[src/hw/rtl/blm_div.sv]
`default_nettype none
// ----------------------------------------------------------------------------
// blm_div: restoring radix-2 divider
// One quotient bit per cycle; busy stays high from start until the last quotient bit is shifted in.
// ----------------------------------------------------------------------------
module blm_div #(
	parameter int DIVIDEND_W = 29,
	parameter int DIVISOR_W  = 14
) (
	input  wire logic                  clk,
	input  wire logic                  arst_n,
	input  wire logic                  start,
	input  wire logic [DIVIDEND_W-1:0] dividend,
	input  wire logic [DIVISOR_W-1:0]  divisor,
	output logic                       busy,
	output logic [DIVIDEND_W-1:0]      quotient
);

	localparam int CNT_W = $clog2(DIVIDEND_W + 1);

	logic [CNT_W-1:0]      cnt_q;
	logic [DIVIDEND_W-1:0] quo_q;
	logic [DIVISOR_W-1:0]  rem_q;
	logic [DIVISOR_W-1:0]  dvs_q;
	logic [DIVISOR_W:0]    trial;
	logic                  fits;

	// Shift in the next dividend bit and try a subtract
	assign trial = {rem_q, quo_q[DIVIDEND_W-1]};
	assign fits  = trial >= {1'b0, dvs_q};

	always_ff @(posedge clk or negedge arst_n) begin
		if (!arst_n) begin
			cnt_q <= '0;
		end else if (start) begin
			cnt_q <= CNT_W'(DIVIDEND_W);
		end else if (cnt_q != '0) begin
			cnt_q <= cnt_q - 1'b1;
		end
	end

	always_ff @(posedge clk) begin
		if (start) begin
			quo_q <= dividend;
			rem_q <= '0;
			dvs_q <= divisor;
		end else if (cnt_q != '0) begin
			if (fits) begin
				rem_q <= DIVISOR_W'(trial - {1'b0, dvs_q});
			end else begin
				rem_q <= trial[DIVISOR_W-1:0];
			end
			quo_q <= {quo_q[DIVIDEND_W-2:0], fits};
		end
	end

	assign busy     = cnt_q != '0;
	assign quotient = quo_q;

endmodule
`default_nettype wire

[config.mk]
export PLATFORM = sky130hd
export DESIGN_NAME = blm_div
export DESIGN_NICKNAME = d
export VERILOG_FILES = /design/src/hw/rtl/blm_div.sv
export SDC_FILE = /design/constraint.sdc
export NUM_CORES = 1
export LEC_CHECK = 0
export BUFFER_PORTS_ARGS = -buffer_cell sky130_fd_sc_hd__buf_2
export CAP_MARGIN = 20
export CORE_MARGIN = 2
export CORE_UTILIZATION = 59
export DETAILED_ROUTE_END_ITERATION = 7
export PLACE_DENSITY = 0.86
export SKIP_LAST_GASP = 1
export SYNTH_ARGS = -nofsm -noshare
export SYNTH_HDL_FRONTEND = slang
export SYNTH_SLANG_ARGS = --single-unit
[constraint.sdc]
create_clock -name clk -period 4.1 [get_ports clk]
set_clock_uncertainty 0.15 [all_clocks]
set_input_delay 0.82 -clock clk [delete_from_list [all_inputs] [get_ports clk]]
set_output_delay 0.82 -clock clk [all_outputs]
set_load 0.02 [all_outputs]
==> results_dict.tcl <==
set metrics [dict create \
    run_status "completed" \
    yosys_most_used_dff "sky130_fd_sc_hd__edfxtp_1" \
    slew_headroom 0.5115 \
    grt_start_max_net_pins 44 \
    cts_max_level 3 \
    wire_length_of_the_first_global_routing_pass_mm 12.80 \
    leading_post_synthesis_cells_by_instance_count "sky130_fd_sc_hd__edfxtp_1 (43), sky130_fd_sc_hd__nor2_1 (34), sky130_fd_sc_hd__mux2_2 (30)" \
    final-instance-count-excl-fill 459 \
    critical-path-top-delay-family "compound AO/OA/AOI/OAI gates" \
    cts_buffers 9 \
    post-cts-setup-buffer-count 0 \
    synthDominantAreaCellType "sky130_fd_sc_hd__edfxtp_1" \
    route.vias.total 2702 \
    power_leakage_nw 1.765 \
    critical_path_peak_fanout 18 \
    boundaryPins 76 \
    core_region_area_um2 5608 \
    placed_cells 442 \
    critPathSlowestCell "sky130_fd_sc_hd__o21ai_2" \
    die-height_um 80.80 \
    p_switching_mw 0.7991 \
    timing.fmax_ghz 0.3453 \
    route.antenna.remaining_nets 0 \
    avgSynthCellArea_um2 11.26 \
    comb_power_share 0.378 \
    setup_viol 0 \
    global_route.usage.total 0.2634 \
    total_number_of_clock_tree_sinks 62 \
    power_frac_clock 0.238 \
    critPathMaxStageDelay_ns 0.62 \
    min_period_ns 2.896 \
    multi_input_comb_area_um2 1615 \
    power.internal_mw 1.416 \
    routedWlPerCell_um 17.26 \
    cts_root_buf "sky130_fd_sc_hd__clkbuf_8" \
    placement_rows 27 \
    hold_violations 0 \
    regArea_um2 1697 \
    design_power_total_mw 2.215 \
    numPortBuffers 75 \
    r2r.worst_path.cells 8 \
    worst-path-stages 8 \
    syn-instance-count 309 \
    fin_nets 446 \
    worst-slew-pin-transition_ns 0.7326 \
    timing.critical_path.required_ns 4.05 \
    die_area_um2 6528 \
    synth.ff_latch_count 62 \
    worstSkewPairLatency_ns 0.34 \
    worstSetupStartpointType "flop" \
    synth-edff-count 43 \
    synth_sequential_area_ratio 0.4876 \
    setup_repair_after_global_routing_missed_its_margin "no" \
    worst_ep_arrival_time_ns 2.85 \
    synthDominantCellAreaShare 0.3711 \
    cp.buffers_inverters 1 \
    initial_antenna_violation_count 0 \
    firstDrtPassIters 5 \
    area_growth_from_synthesis_to_layout_pct 18.02 \
    holdBufCountCts 0 \
    post_cts_resize_count 0 \
    layout_cells_sized_above_1 0.3566 \
    power.density_cell_area_nw_per_um2 539.3 \
    postSynthNetCount 373 \
    ys_async_sr_fraction 0.08065 \
    min_period_over_period 0.7063 \
    overflow_after_grt 0 \
    dpl.hpwl_mm 5.555 \
    critical_path.cell_chain "inv_1 > ha_1 > nor2b_1 > o211ai_1 > a2bb2oi_2 > o21ai_2 > nand2_1 > mux2_2" \
    avgViaCountPerCell 5.887 \
    grt_pass1_vias 2679 \
    path_clk_slew_ns 0.07 \
    finalWirelength_mm 7.922 \
    worstSetupEndpointType "flop" \
    gp_congestion 0.9162 \
    switching_share 0.3608 \
    drv.max_cap_violation_count 0 \
    antenna_cells 0 \
    finalCoreUtilization 0.7323 \
    synth_area_um2 3480 \
    initial_core_util 0.6205 \
    vdd_ir_drop_max_v 0.0003429 \
    setup_total_negative_slack_ns 0 \
    p_seq_frac 0.384 \
    buffer_depth_of_the_longest_clock_path 2 \
    drt_drc_violations_left 0 \
    synth.distinct_cells 57 \
    hold_class "in2async" \
    critPathKind "reg2reg" \
    post-synth-top-count-cell "sky130_fd_sc_hd__edfxtp_1" \
    fill_cells 409 \
    synthTopCellsByArea "sky130_fd_sc_hd__edfxtp_1 (37%), sky130_fd_sc_hd__mux2_2 (9.7%), sky130_fd_sc_hd__dfxtp_1 (8.1%)" \
    die_w_um 80.80 \
    cts_tree "yes" \
    yosysWarnings 0 \
    number_of_max_slew_violations_in_the_final_report 0 \
    initialDrtViolationCount 349 \
]
-- power groups by stage --
stage | Sequential (mW) | Clock, mW | Combinational (mW)
2_1_floorplan | 0.882 | 0 | 0.610
3_3_place_gp | 0.857 | 0 | 0.799
3_5_place_dp | 0.859 | 0 | 0.819
4_1_cts | 0.848 | 0.532 | 0.825
5_1_grt | 0.861 | 0.555 | 0.917
6_report | 0.850 | 0.526 | 0.838
-- layout by cell type (no fill, tap or decap), drive strengths merged, types with 4 or more instances in the layout --
| master | n |
|---|---|
| o21a | 6 |
| o211ai | 4 |
| o21ai | 10 |
| dfxtp | 14 |
| a21oi | 8 |
| nand2b | 4 |
| clkbuf | 10 |
| a41oi | 5 |
| nor3 | 6 |
| inv | 23 |
| nand2 | 14 |
| nor2 | 34 |
| dfrtp | 5 |
| xnor2 | 6 |
| ha | 17 |
| a21o | 4 |
| mux2 | 30 |
| edfxtp | 43 |
| buf | 80 |
| a2111oi | 7 |
| a211oi | 10 |
| a31oi | 4 |
-- layout make-up --
cell class / count / share of cell area
tap: 72 / 0.02194
multi-input combinational: 207 / 0.3934
clock buffer: 10 / 0.03108
timing repair buffer: 80 / 0.1054
clock inverter: 6 / 0.01493
sequential: 62 / 0.4132
inverter: 22 / 0.02011
-- layer usage --
layer	wire, µm	vias to the layer above	track usage	share of wire
met5	0	-	0	0
li1	-	1296	-	-
met2	3957	115	0.4408	0.50
met3	458	24	0.05889	0.058
met4	278	0	0.1390	0.035
met1	3229	1267	0.3190	0.41
-- final timing paths --
kind | start | endpoint | slack, ns
min in group clk | rem_q[7] | rem_q[7] | 0.40
hold reg to reg | rem_q[7] | rem_q[7] | 0.40
setup reg to reg | dvs_q[1] | quotient[0] | 1.20
hold / removal | arst_n | cnt_q[4] | 0.13
setup / recovery | dvs_q[1] | quotient[0] | 1.20
max in group asynchronous | arst_n | cnt_q[2] | 3.54
-- cell families (layout without fill, tap and decap cells) --
kind of cell | after synthesis | after routing | share of synthesized area
and+or+nand+nor | 79 | 79 | 0.1129
xor gates and xnor gates | 8 | 8 | 0.02014
muxes | 30 | 30 | 0.09709
adders and majority gates | 18 | 18 | 0.06688
AOI/OAI and AO/OA | 72 | 72 | 0.1647
buffers and inverters | 40 | 118 | 0.05070
DFF | 62 | 62 | 0.4876
-- worst register-to-register path: stages (launching register included) --
cell and delay (ns):
sky130_fd_sc_hd__edfxtp_1 0.37, sky130_fd_sc_hd__inv_1 0.11, sky130_fd_sc_hd__ha_1 0.25, sky130_fd_sc_hd__nor2b_1 0.15, sky130_fd_sc_hd__o211ai_1 0.35, sky130_fd_sc_hd__a2bb2oi_2 0.15, sky130_fd_sc_hd__o21ai_2 0.62, sky130_fd_sc_hd__nand2_1 0.20
sky130_fd_sc_hd__mux2_2 0.29
-- flip-flops by register name, summed over array words and instances, names as in the netlist --
register,cells
cnt_q,5
dvs_q,14
quotient,29
rem_q,14
-- stage by stage --
step	hold WS (ns)	cell area, µm²	worst slack [ns]
after global routing	0.1268	4106	1.019
after detailed placement	0.3789	3890	1.265
after CTS	0.1271	4079	1.256
final	0.1280	4106	1.204
after global placement	0.3725	3890	1.367
after floorplan	0.3224	3480	1.499
Power figures use the tool's default switching activity.
